==> src/hdl/csfw_pkg.sv <==
// ----------------------------------------------------------------------------
// csfw_pkg
// Shared types, constants and helpers of the counting semaphore with a
// first-in first-out queue of blocked requesters.
// ----------------------------------------------------------------------------
`default_nettype none

package csfw_pkg;

    // queue geometry and field widths
    localparam int QUEUE_DEPTH = 16;
    localparam int ID_BITS     = 8;
    localparam int QPTR_W      = $clog2(QUEUE_DEPTH);
    localparam int QCNT_W      = $clog2(QUEUE_DEPTH + 1);
    localparam int UNITS_W     = 32;
    localparam int ID_PORT_W   = 8;

    // request operations
    typedef enum logic [1:0] {
        MD_OPEN   = 2'd0,
        MD_WAIT   = 2'd1,
        MD_SIGNAL = 2'd2,
        MD_CLOSE  = 2'd3
    } t_mode;

    // request status codes
    typedef enum logic [1:0] {
        ST_OK      = 2'd0,
        ST_BLOCKED = 2'd1,
        ST_CLOSED  = 2'd2,
        ST_FULL    = 2'd3
    } t_status;

    // shared arithmetic unit operations
    typedef enum logic {
        ALU_SUB    = 1'b0,
        ALU_ADDSAT = 1'b1
    } t_alu_op;

    typedef struct packed {
        t_alu_op              op;
        logic [UNITS_W-1:0]   a;
        logic [UNITS_W-1:0]   b;
    } t_alu_req;

    // flag: a >= b for subtract, carry out for add
    typedef struct packed {
        logic [UNITS_W-1:0]   res;
        logic                 flag;
    } t_alu_rsp;

    // queue write port
    typedef struct packed {
        logic                 en;
        logic [QPTR_W-1:0]    addr;
        logic [ID_BITS-1:0]   id;
        logic [UNITS_W-1:0]   demand;
    } t_q_wr;

    // circular pointer advance
    function automatic logic [QPTR_W-1:0] next_slot(input logic [QPTR_W-1:0] ptr);
        logic [QPTR_W-1:0] nxt;
        if (ptr == QPTR_W'(QUEUE_DEPTH - 1)) begin
            nxt = '0;
        end else begin
            nxt = ptr + 1'b1;
        end
        return nxt;
    endfunction

endpackage

`default_nettype wire

==> src/hdl/csfw_alu.sv <==
// ----------------------------------------------------------------------------
// csfw_alu
// Shared 32-bit adder: compare-and-subtract, or add with saturation.
// ----------------------------------------------------------------------------
`default_nettype none

module csfw_alu
    import csfw_pkg::*;
(
    input  wire t_alu_req i_req,
    output t_alu_rsp      o_rsp
);

    logic              is_sub;
    logic [UNITS_W:0]  sum;
    logic [UNITS_W-1:0] b_op;

    // one adder, operand inverted for subtract
    always_comb begin
        is_sub = (i_req.op == ALU_SUB);
        b_op   = is_sub ? ~i_req.b : i_req.b;
        sum    = {1'b0, i_req.a} + {1'b0, b_op} + {{UNITS_W{1'b0}}, is_sub};
    end

    // saturate on add carry
    always_comb begin
        o_rsp.flag = sum[UNITS_W];
        if (!is_sub && sum[UNITS_W]) begin
            o_rsp.res = '1;
        end else begin
            o_rsp.res = sum[UNITS_W-1:0];
        end
    end

endmodule

`default_nettype wire

==> src/hdl/csfw_queue.sv <==
// ----------------------------------------------------------------------------
// csfw_queue
// Waiter storage: identity and demand per slot, one write port, one
// registered read port.
// ----------------------------------------------------------------------------
`default_nettype none

module csfw_queue
    import csfw_pkg::*;
(
    input  wire                      i_clk,
    input  wire t_q_wr               i_wr,
    input  wire [QPTR_W-1:0]         i_raddr,
    output logic [ID_BITS-1:0]       o_rd_id,
    output logic [UNITS_W-1:0]       o_rd_demand
);

    logic [ID_BITS-1:0] r_ids     [QUEUE_DEPTH];
    logic [UNITS_W-1:0] r_demands [QUEUE_DEPTH];

    // write at tail
    always_ff @(posedge i_clk) begin
        if (i_wr.en) begin
            r_ids[i_wr.addr]     <= i_wr.id;
            r_demands[i_wr.addr] <= i_wr.demand;
        end
    end

    // registered read at head
    always_ff @(posedge i_clk) begin
        o_rd_id     <= r_ids[i_raddr];
        o_rd_demand <= r_demands[i_raddr];
    end

endmodule

`default_nettype wire

==> src/hdl/counting_semaphore_fifo_waiters.sv <==
// ----------------------------------------------------------------------------
// counting_semaphore_fifo_waiters
// Counting semaphore with a queue of blocked requesters, run by a small
// sequencer around one shared adder and a waiter memory.
// ----------------------------------------------------------------------------
//
//  channel  | direction | handshake               | fields
//  ---------+-----------+-------------------------+-----------------------------
//  request  | in        | i_in_valid / o_in_stall | i_mode i_requester_id i_count
//  result   | out       | o_out_valid/ i_out_stall| o_kind o_woken_id o_wake_code
//           |           |                         | o_status o_last
//
//  open, wait and a signal on a closed semaphore pass the execute and status
//  states only; close and signal then walk the queue with one memory read and
//  one adder pass per waiter until the queue empties or a signal's head blocks.
//  synchronous reset: semaphore closed, zero units, queue empty.
//  a stalled result word holds the sequencer; the next request is taken
//  while the final result word still waits in the output register.
// ----------------------------------------------------------------------------
`default_nettype none

module counting_semaphore_fifo_waiters
    import csfw_pkg::*;
(
    input  wire                   i_clk,
    input  wire                   i_rst_n,
    input  wire                   i_in_valid,
    output logic                  o_in_stall,
    input  wire [1:0]             i_mode,
    input  wire [ID_PORT_W-1:0]   i_requester_id,
    input  wire [UNITS_W-1:0]     i_count,
    output logic                  o_out_valid,
    input  wire                   i_out_stall,
    output logic                  o_kind,
    output logic [ID_PORT_W-1:0]  o_woken_id,
    output logic                  o_wake_code,
    output logic [1:0]            o_status,
    output logic                  o_last
);

    typedef enum logic [4:0] {
        S_IDLE = 5'b00001,
        S_EXEC = 5'b00010,
        S_RD   = 5'b00100,
        S_CHK  = 5'b01000,
        S_STAT = 5'b10000
    } t_state;

    t_state               r_state, n_state;
    t_mode                r_mode;
    logic [ID_BITS-1:0]   r_id;
    logic [UNITS_W-1:0]   r_count;
    logic [UNITS_W-1:0]   r_units, n_units;
    logic                 r_closed, n_closed;
    logic [QPTR_W-1:0]    r_head, n_head;
    logic [QPTR_W-1:0]    r_tail, n_tail;
    logic [QCNT_W-1:0]    r_qcount, n_qcount;
    t_status              r_status, n_status;

    logic                 r_out_valid, n_out_valid;
    logic                 r_kind, n_kind;
    logic [ID_BITS-1:0]   r_woken_id, n_woken_id;
    logic                 r_code, n_code;
    t_status              r_ostatus, n_ostatus;
    logic                 r_last, n_last;
    logic                 load_out;

    logic                 in_accept;
    logic                 slot_free;
    t_alu_req             alu_req;
    t_alu_rsp             alu_rsp;
    t_q_wr                q_wr;
    logic [ID_BITS-1:0]   q_rd_id;
    logic [UNITS_W-1:0]   q_rd_demand;

    assign in_accept = i_in_valid && !o_in_stall;
    assign slot_free = !r_out_valid || !i_out_stall;

    // shared adder
    csfw_alu u_alu (
        .i_req (alu_req),
        .o_rsp (alu_rsp)
    );

    // waiter memory
    csfw_queue u_queue (
        .i_clk       (i_clk),
        .i_wr        (q_wr),
        .i_raddr     (r_head),
        .o_rd_id     (q_rd_id),
        .o_rd_demand (q_rd_demand)
    );

    // adder operand selection
    always_comb begin
        alu_req.a = r_units;
        if (r_state == S_CHK) begin
            alu_req.op = ALU_SUB;
            alu_req.b  = q_rd_demand;
        end else begin
            alu_req.op = (r_mode == MD_SIGNAL) ? ALU_ADDSAT : ALU_SUB;
            alu_req.b  = r_count;
        end
    end

    // sequencer
    always_comb begin
        n_state    = r_state;
        n_units    = r_units;
        n_closed   = r_closed;
        n_head     = r_head;
        n_tail     = r_tail;
        n_qcount   = r_qcount;
        n_status   = r_status;
        load_out   = 1'b0;
        n_kind     = r_kind;
        n_woken_id = r_woken_id;
        n_code     = r_code;
        n_ostatus  = r_ostatus;
        n_last     = r_last;
        q_wr.en     = 1'b0;
        q_wr.addr   = r_tail;
        q_wr.id     = r_id;
        q_wr.demand = r_count;

        case (r_state)
            S_IDLE: begin
                if (in_accept) begin
                    n_state = S_EXEC;
                end
            end
            S_EXEC: begin
                n_state  = S_STAT;
                n_status = ST_OK;
                case (r_mode)
                    MD_OPEN: begin
                        n_units  = r_count;
                        n_closed = 1'b0;
                        n_head   = '0;
                        n_tail   = '0;
                        n_qcount = '0;
                    end
                    MD_WAIT: begin
                        if (r_closed) begin
                            n_status = ST_CLOSED;
                        end else if (alu_rsp.flag) begin
                            n_units = alu_rsp.res;
                        end else if (r_qcount == QCNT_W'(QUEUE_DEPTH)) begin
                            n_status = ST_FULL;
                        end else begin
                            q_wr.en  = 1'b1;
                            n_tail   = next_slot(r_tail);
                            n_qcount = r_qcount + 1'b1;
                            n_status = ST_BLOCKED;
                        end
                    end
                    MD_SIGNAL: begin
                        if (r_closed) begin
                            n_status = ST_CLOSED;
                        end else begin
                            n_units = alu_rsp.res;
                            n_state = S_RD;
                        end
                    end
                    MD_CLOSE: begin
                        n_closed = 1'b1;
                        n_state  = S_RD;
                    end
                    default: begin
                        n_state = S_STAT;
                    end
                endcase
            end
            S_RD: begin
                // memory delivers the head entry at the end of this cycle
                if (r_qcount == '0) begin
                    if (r_mode == MD_CLOSE) begin
                        n_head = '0;
                        n_tail = '0;
                    end
                    n_state = S_STAT;
                end else begin
                    n_state = S_CHK;
                end
            end
            S_CHK: begin
                if (r_mode == MD_CLOSE || alu_rsp.flag) begin
                    if (slot_free) begin
                        load_out   = 1'b1;
                        n_kind     = 1'b1;
                        n_woken_id = q_rd_id;
                        n_code     = (r_mode == MD_CLOSE);
                        n_ostatus  = ST_OK;
                        n_last     = 1'b0;
                        if (r_mode != MD_CLOSE) begin
                            n_units = alu_rsp.res;
                        end
                        n_head   = next_slot(r_head);
                        n_qcount = r_qcount - 1'b1;
                        n_state  = S_RD;
                    end
                end else begin
                    n_state = S_STAT;
                end
            end
            S_STAT: begin
                if (slot_free) begin
                    load_out   = 1'b1;
                    n_kind     = 1'b0;
                    n_woken_id = '0;
                    n_code     = 1'b0;
                    n_ostatus  = r_status;
                    n_last     = 1'b1;
                    n_state    = S_IDLE;
                end
            end
            default: begin
                n_state = S_IDLE;
            end
        endcase
    end

    // output word valid
    always_comb begin
        if (load_out) begin
            n_out_valid = 1'b1;
        end else if (!i_out_stall) begin
            n_out_valid = 1'b0;
        end else begin
            n_out_valid = r_out_valid;
        end
    end

    // control registers
    always_ff @(posedge i_clk) begin
        if (!i_rst_n) begin
            r_state     <= S_IDLE;
            r_units     <= '0;
            r_closed    <= 1'b1;
            r_head      <= '0;
            r_tail      <= '0;
            r_qcount    <= '0;
            r_out_valid <= 1'b0;
        end else begin
            r_state     <= n_state;
            r_units     <= n_units;
            r_closed    <= n_closed;
            r_head      <= n_head;
            r_tail      <= n_tail;
            r_qcount    <= n_qcount;
            r_out_valid <= n_out_valid;
        end
    end

    // request word and result payload
    always_ff @(posedge i_clk) begin
        if (in_accept) begin
            r_mode  <= t_mode'(i_mode);
            r_id    <= i_requester_id[ID_BITS-1:0];
            r_count <= i_count;
        end
        r_status   <= n_status;
        r_kind     <= n_kind;
        r_woken_id <= n_woken_id;
        r_code     <= n_code;
        r_ostatus  <= n_ostatus;
        r_last     <= n_last;
    end

    assign o_in_stall  = (r_state != S_IDLE);
    assign o_out_valid = r_out_valid;
    assign o_kind      = r_kind;
    assign o_woken_id  = ID_PORT_W'(r_woken_id);
    assign o_wake_code = r_code;
    assign o_status    = r_ostatus;
    assign o_last      = r_last;

    // queue occupancy never exceeds its depth
    a_qcount_max: assert property (@(posedge i_clk) disable iff (!i_rst_n)
        r_qcount <= QCNT_W'(QUEUE_DEPTH))
        else $error("queue count beyond depth");

    // an empty queue has head and tail together
    a_empty_ptrs: assert property (@(posedge i_clk) disable iff (!i_rst_n)
        (r_qcount == '0) |-> (r_head == r_tail))
        else $error("empty queue with pointers apart");

    // a wakeup word is never the final word of a request
    a_wake_not_last: assert property (@(posedge i_clk) disable iff (!i_rst_n)
        (o_out_valid && o_kind) |-> !o_last)
        else $error("wakeup word marked last");

    // a taken request holds off the next one
    a_busy_after_take: assert property (@(posedge i_clk) disable iff (!i_rst_n)
        in_accept |=> o_in_stall)
        else $error("request taken while busy");

endmodule

`default_nettype wire

==> config.mk <==
export PLATFORM = sky130hd
export DESIGN_NAME = counting_semaphore_fifo_waiters
export DESIGN_NICKNAME = d
export VERILOG_FILES = /design/src/hdl/csfw_pkg.sv /design/src/hdl/csfw_alu.sv /design/src/hdl/csfw_queue.sv /design/src/hdl/counting_semaphore_fifo_waiters.sv
export SDC_FILE = /design/constraint.sdc
export NUM_CORES = 1
export LEC_CHECK = 0
export ABC_CLOCK_PERIOD_IN_PS = 15250
export BUFFER_PORTS_ARGS = -buffer_cell sky130_fd_sc_hd__buf_2
export CAP_MARGIN = 10
export CORE_MARGIN = 2
export CORE_UTILIZATION = 50
export CTS_CLUSTER_DIAMETER = 50
export CTS_CLUSTER_SIZE = 16
export DETAILED_ROUTE_END_ITERATION = 8
export GPL_TIMING_DRIVEN = 0
export HOLD_SLACK_MARGIN = 0.05
export PLACE_DENSITY = 0.74
export RECOVER_POWER = 100
export SLEW_MARGIN = 5
export SYNTH_ARGS = -nofsm -noshare
export SYNTH_HDL_FRONTEND = slang
export SYNTH_SLANG_ARGS = --single-unit
==> constraint.sdc <==
create_clock -name i_clk -period 15.25 [get_ports i_clk]
set_input_delay 0.7625 -clock i_clk [delete_from_list [all_inputs] [get_ports i_clk]]
set_output_delay 0.7625 -clock i_clk [all_outputs]
set_load 0.05 [all_outputs]
# [Word-level counts from Yosys, hierarchy flattened]
# Memory sizes are Yosys's and may differ from the RTL's. A register that Yosys moved wholly into a read port is not among the register bits.
# Index checks and enable logic that the tools add are counted.
[totals] word_cells=153 memories=2 regBits=109 mem_bits_rw=640
[mem_list] memory="u_queue.r_demands" words=16 word_bits=32 rd=1 rd_clocked_by_memory_dff=1 wr=1 line="csfw_queue.sv:19" source="logic [UNITS_W-1:0] r_demands [QUEUE_DEPTH];"
[mem_list] memory="u_queue.r_ids" words=16 word_bits=8 rd=1 rd_clocked_by_memory_dff=1 wr=1 line="csfw_queue.sv:18" source="logic [ID_BITS-1:0] r_ids [QUEUE_DEPTH];"
[classes] mux=76 reduce_logical=21 add_sub_neg=6 bitwise_logic=2 eq_ne=30
[ops] op="$mux 32" count=9
[ops] op="$pmux 32 s3" count=1
[ops] op="$pmux 32 s2" count=1
[ops] op="$mux 5" count=11
[ops] op="$mux 4" count=10
[ops] op="$add 32x32->33" count=1
[ops] op="$add 33x1->33" count=1
[ops] op="$not 32->32" count=1
[ops] op="$pmux 5 s2" count=3
[ops] op="$pmux 5 s5" count=1
[ops] op="$mux 8" count=3
[ops] op="$mux 1" count=19
[ops] op="$pmux 4 s2" count=2
[ops] op="$pmux 8 s2" count=1
[ops] op="$ne 3x3->1 const B" count=5
[ops] op="$mux 2" count=7
[ops] op="$reduce_and 7->1" count=2
[ops] op="$ne 2x2->1 const B" count=6
[ops] op="$pmux 4 s3" count=1
[ops] op="$eq 5x5->1 const B" count=2
[ops] op="$pmux 1 s2" count=5
[ops] op="$add 4x1->4 const B" count=2
[ops] op="$eq 4x4->1 const B" count=2
[ops] op="$ne 2x1->1 const B" count=4
[ops] op="26 further kinds" count=35

# [Depth between registers and ports, before layout]
[depth] depth_word=12 ltp_mapped=20 mapped_depth_nobuf=14

# [Hierarchy]
# From an unflattened synthesis, not the netlist that was laid out.
[unflattened] cells_unflattened=1878 area_unflattened_um2=32278.5
[by_module_without_submodules] mod="csfw_queue" cells_per_inst=1040 instances=1 area_each_um2=25130.4
[by_module_without_submodules] mod="counting_semaphore_fifo_waiters" cells_per_inst=532 instances=1 area_each_um2=4958.5
[by_module_without_submodules] mod="csfw_alu" cells_per_inst=306 instances=1 area_each_um2=2189.6

# [Worst setup path before layout]
# Ideal clock, no wire load.
[synth_timing] path_kind="flip-flop to flip-flop" start="register r_state[3]" end="memory u_queue.r_demands[3][0] (enable)" path_buffers=5 path_slack_ns=8.097 required_ns=14.763 arrival_ns=6.666 stages_incl_launch_ff=19 path_cell_list="dfxtp_1 buf_4 or3b_1 nor2_1 clkbuf_1 buf_1 clkbuf_1 nor2_1 a21oi_1 ha_1 buf_6 a21o_1 a21o_1 a21o_1 or2_1 o21a_2 nor3_1 nand2_1 nor3_1"
[synth_via] elab_chain_len=12
[synth_lines] item="from (decl)" line="counting_semaphore_fifo_waiters.sv:49" source="t_state r_state, n_state;"
[synth_lines] item="from (signal assigned)" line="counting_semaphore_fifo_waiters.sv:245" source="r_state <= n_state;"
[synth_lines] item="$eq 5x4->1" line="counting_semaphore_fifo_waiters.sv:97" source="if (r_state == S_CHK) begin"
[synth_lines] item="$mux 32" line="counting_semaphore_fifo_waiters.sv:97"
[synth_lines] item="$not 32->32" line="csfw_alu.sv:21" source="b_op = is_sub ? ~i_req.b : i_req.b;"
[synth_lines] item="$mux 32" line="csfw_alu.sv:21"
[synth_lines] item="$add 32x32->33" line="csfw_alu.sv:22" source="sum = {1'b0, i_req.a} + {1'b0, b_op} + {{UNITS_W{1'b0}}, is_sub};"
[synth_lines] item="$add 33x1->33" line="csfw_alu.sv:22"
[synth_lines] item="$mux 1" line="counting_semaphore_fifo_waiters.sv:146" source="end else if (alu_rsp.flag) begin"
[synth_lines] item="$mux 1" line="counting_semaphore_fifo_waiters.sv:144" source="if (r_closed) begin"
[synth_lines] item="$mux 1" line="counting_semaphore_fifo_waiters.sv:135" source="case (r_mode)"
[synth_lines] item="$mux 1 (*)" line="counting_semaphore_fifo_waiters.sv:126" source="case (r_state)"
[synth_lines] item="$mux 1 (*)" line="csfw_queue.sv:23" source="if (i_wr.en) begin"
[synth_lines] item="$mux 1 (not written as such) (*)" line="csfw_queue.sv:25" source="r_demands[i_wr.addr] <= i_wr.demand;"
[synth_lines] item="to (decl)" line="csfw_queue.sv:19"
# Every way passes the cells marked *; elsewhere a longest branch is shown, timed or not.

# [Worst setup path in the final report]
[layout_timing] start="register r_state[3]" end="memory u_queue.r_demands[7][27] (enable)"
# The elaborated chain is that of the path after synthesis.

==> flow_metrics.tcl <==
set metrics [dict create \
    drc_errors 0 \
    seq_area_frac_synth_pct 71.1 \
    outcome "complete, but fails checks" \
    fp.dieH_microns 257 \
    die_w_microns 257 \
    p_comb_share_pct 3.6 \
    synthAdderAreaFrac_pct 1.70 \
    syn_area_sq_um 32000 \
    p_per_area_nw_per_um2 124 \
    worst_ep_arrival_time_ns 10.28 \
    drtIter0Drc 1866 \
    setup_viol 0 \
    finalNetCount 2045 \
    synth-async-reset-ratio_pct 0 \
    synth_cells 1779 \
    clock_latency_ns 0.64 \
    coreArea_sq_um 63200 \
    dieArea_sq_um 66100 \
    ys_types 70 \
    wl_microns 78000 \
    cap_violations 20 \
    switching_share_pct 22.7 \
    grt_use_total_pct 23.8 \
    r2r_start "r_state[3]" \
    overflow 0 \
    period_share_pct 66.0 \
    synth-compound-area-share_pct 6.01 \
    hold-path-cell-count 1 \
    synth-seq-cells 789 \
    crit_required_ns 15.46 \
    numCtsBuffers 75 \
    rsz0062_at_grt "no" \
    whs_endpoint "r_id[5]" \
    syn2layout_area_growth_pct 12.4 \
    drive_gt1_share_pct 18.8 \
    hp-start "i_requester_id[5]" \
    grt_pass1_wl_microns 115000 \
    vias_per_cell 6.15 \
    p_int_uw 3450 \
    root_buffer "clkbuf_16" \
    tns_ns 0 \
    clockPowerShare_pct 42.2 \
    vdd_drop_max_v 0.000106 \
    clk_pin_slew_worst_paths_ns 0.07 \
    final_common_cell "edfxtp_1" \
    grt_max_degree 43 \
    violations "capacitance limit, slew limit" \
    initial_utilization_pct 50.7 \
    io-pin-count 61 \
    syn_area_per_cell_sq_um 18.0 \
    clock_skew_ns 0.0263 \
    min_path_type "in2reg" \
    period_minus_slack_ns 10.06 \
    critPathLaunchType "register" \
    cp-end-kind "register" \
    whs_ns 0.299 \
    drt_pass1_iterations 7 \
    r2r_end "u_queue.r_demands[7][27]" \
    cts_setup_buffers 0 \
    antenna_found_initial 0 \
    cts_hold_buf 0 \
    synth-simple-area-share_pct 3.98 \
    utilization_pct 57.0 \
    synth_edf_count 697 \
    ctsResizeCount 0 \
    diodes 0 \
    synth_top_family_by_area "multiplexers" \
    num_vias 17600 \
    fp-row-count 92 \
    max_slew.worst_pin.slew_ns 4.02 \
    dpl.hpwl_microns 50500 \
    routabilityCongestion 0.911 \
    slew_viol_final 418 \
    cts.sinks 789 \
    mostFrequentLayoutCells "edfxtp_1 (697), mux4_2 (200), clkbuf_1 (151)" \
    reg2reg_setup_slack_ns 5.19 \
    drtAntennaViolNets 0 \
    htree_num_levels 3 \
    clock_path_buffers 3 \
    synth-xor-area-share_pct 1.48 \
    fmax_mhz 99.4 \
    synth_flop_cell "edfxtp_1" \
    final_hold_viol_count 0 \
    crit_fanout 21 \
    p_leak_uw 0.0113 \
    max_slew_margin_pct -168 \
    syn_nets 1868 \
    synth_mux_area_share_pct 14.2 \
    wl_per_cell_microns 27.2 \
    r2r.worst_path.cells 19 \
    cts_tree "done" \
    critPathKind "reg2reg" \
    netSwitchingPower_uw 1010 \
    power_frac_seq_pct 54.3 \
    grt_pass1_vias 18100 \
    power_uw 4460 \
    yosysWarningCount 0 \
    portBuffers 59 \
]
-- flip-flops by register name, summed over array words and instances (netlist names) --
| register | count |
|---|---|
| o_last | 1 |
| r_head | 4 |
| u_queue.o_rd_id | 8 |
| u_queue.r_ids | 128 |
| r_id | 8 |
| r_closed | 1 |
| r_mode | 2 |
| r_state | 5 |
| u_queue.r_demands | 512 |
| o_wake_code | 1 |
| r_count | 32 |
| o_woken_id | 8 |
| r_units | 32 |
| o_kind | 1 |
| o_out_valid | 1 |
| r_tail | 4 |
| u_queue.o_rd_demand | 32 |
| o_status | 2 |
| r_qcount | 5 |
| r_status | 2 |
-- power groups by stage --
stage | Sequential [uW] | Combinational [uW] | Clock [uW]
4_1_cts | 2420 | 159 | 1910
3_5_place_dp | 2460 | 157 | 0
3_3_place_gp | 2460 | 155 | 0
5_1_grt | 2420 | 176 | 1990
2_1_floorplan | 2450 | 111 | 0
6_report | 2420 | 159 | 1880
-- cells by family (layout without fill, tap and decap cells) --
logic type               after synthesis  in the layout
XOR/XNOR                              54             54
adder cells (fa/ha/maj)               43             43
buffers and inverters                121            358
AO/OA/AOI/OAI                        299            299
flip-flops                           789            789
AND/OR/NAND/NOR                      269            269
multiplexers                         204            204
-- metrics by stage --
stage               cells  area, sq um  setup slack [ns]
CTS                  2858        36500              8.04
global route         2862        36000              4.66
detailed placement   2721        34100              8.07
global placement     2684        33400              3.15
floorplan            1779        32000              8.10
finish               2862        36000              5.19
-- worst max-delay path, cell delays in order, from the launching register on --
cell      delay, ns
dfxtp_1        0.30
clkbuf_1       0.28
or3b_1         0.48
nor2_1         0.30
clkbuf_1       0.42
clkbuf_1       0.67
clkbuf_1       0.60
nor2_1         0.12
a21oi_1        0.20
ha_1           0.26
clkbuf_1       0.22
a21oi_1        0.20
o21ai_0        0.15
nor4_1         0.62
a211oi_1       0.33
o21a_2         0.30
nor3_1         0.57
nand2_1        0.27
nor2_1         1.98
clkbuf_1       1.35
-- final cells by class --
type,instances,area [sq um]
fillers,4694,27200
flip-flops and latches,789,22800
multi-input cells,869,8750
clock buffers,98,2000
well taps,846,1060
clock inverters,39,468
repair buffers,100,468
plain buffers,98,387
inverters,23,86.3
-- Yosys cell counts, types with 22 or more instances --
library cell | n | area, sq um
edfxtp_1 | 697 | 20900
mux4_2 | 200 | 4500
a21oi_1 | 110 | 551
dfxtp_1 | 92 | 1840
nor2_1 | 80 | 300
nand2_1 | 73 | 274
clkbuf_1 | 65 | 244
o21ai_0 | 45 | 225
xnor2_1 | 44 | 385
ha_1 | 42 | 526
nand3_1 | 27 | 135
a21o_1 | 22 | 165
buf_1 | 22 | 82.6
inv_1 | 22 | 82.6
-- worst max path at each step --
stage	slack (ns)	to	startpoint	cells after the start
final	5.19	u_queue.r_demands[7][27]	r_state[3]	19
after global routing	4.66	u_queue.r_demands[11][26]	r_state[3]	19
after CTS	8.04	u_queue.r_demands[2][14]	r_state[3]	21
after detailed placement	8.07	u_queue.r_demands[2][19]	r_state[3]	21
after global placement	3.15	u_queue.r_demands[3][19]	r_state[3]	18
after floorplan	8.10	u_queue.r_demands[3][0]	r_state[3]	18
-- per-layer routing --
metal  vias up  share of wire (%)  global-route usage, %
li1       7598                  -                      -
met1      9142                 41                   32.4
met5         -                  0                      0
met2       731                 50                   39.0
met4         0                3.1                   8.74
met3       143                6.4                   3.75
Note: power is estimated with default switching activity, not from simulation.
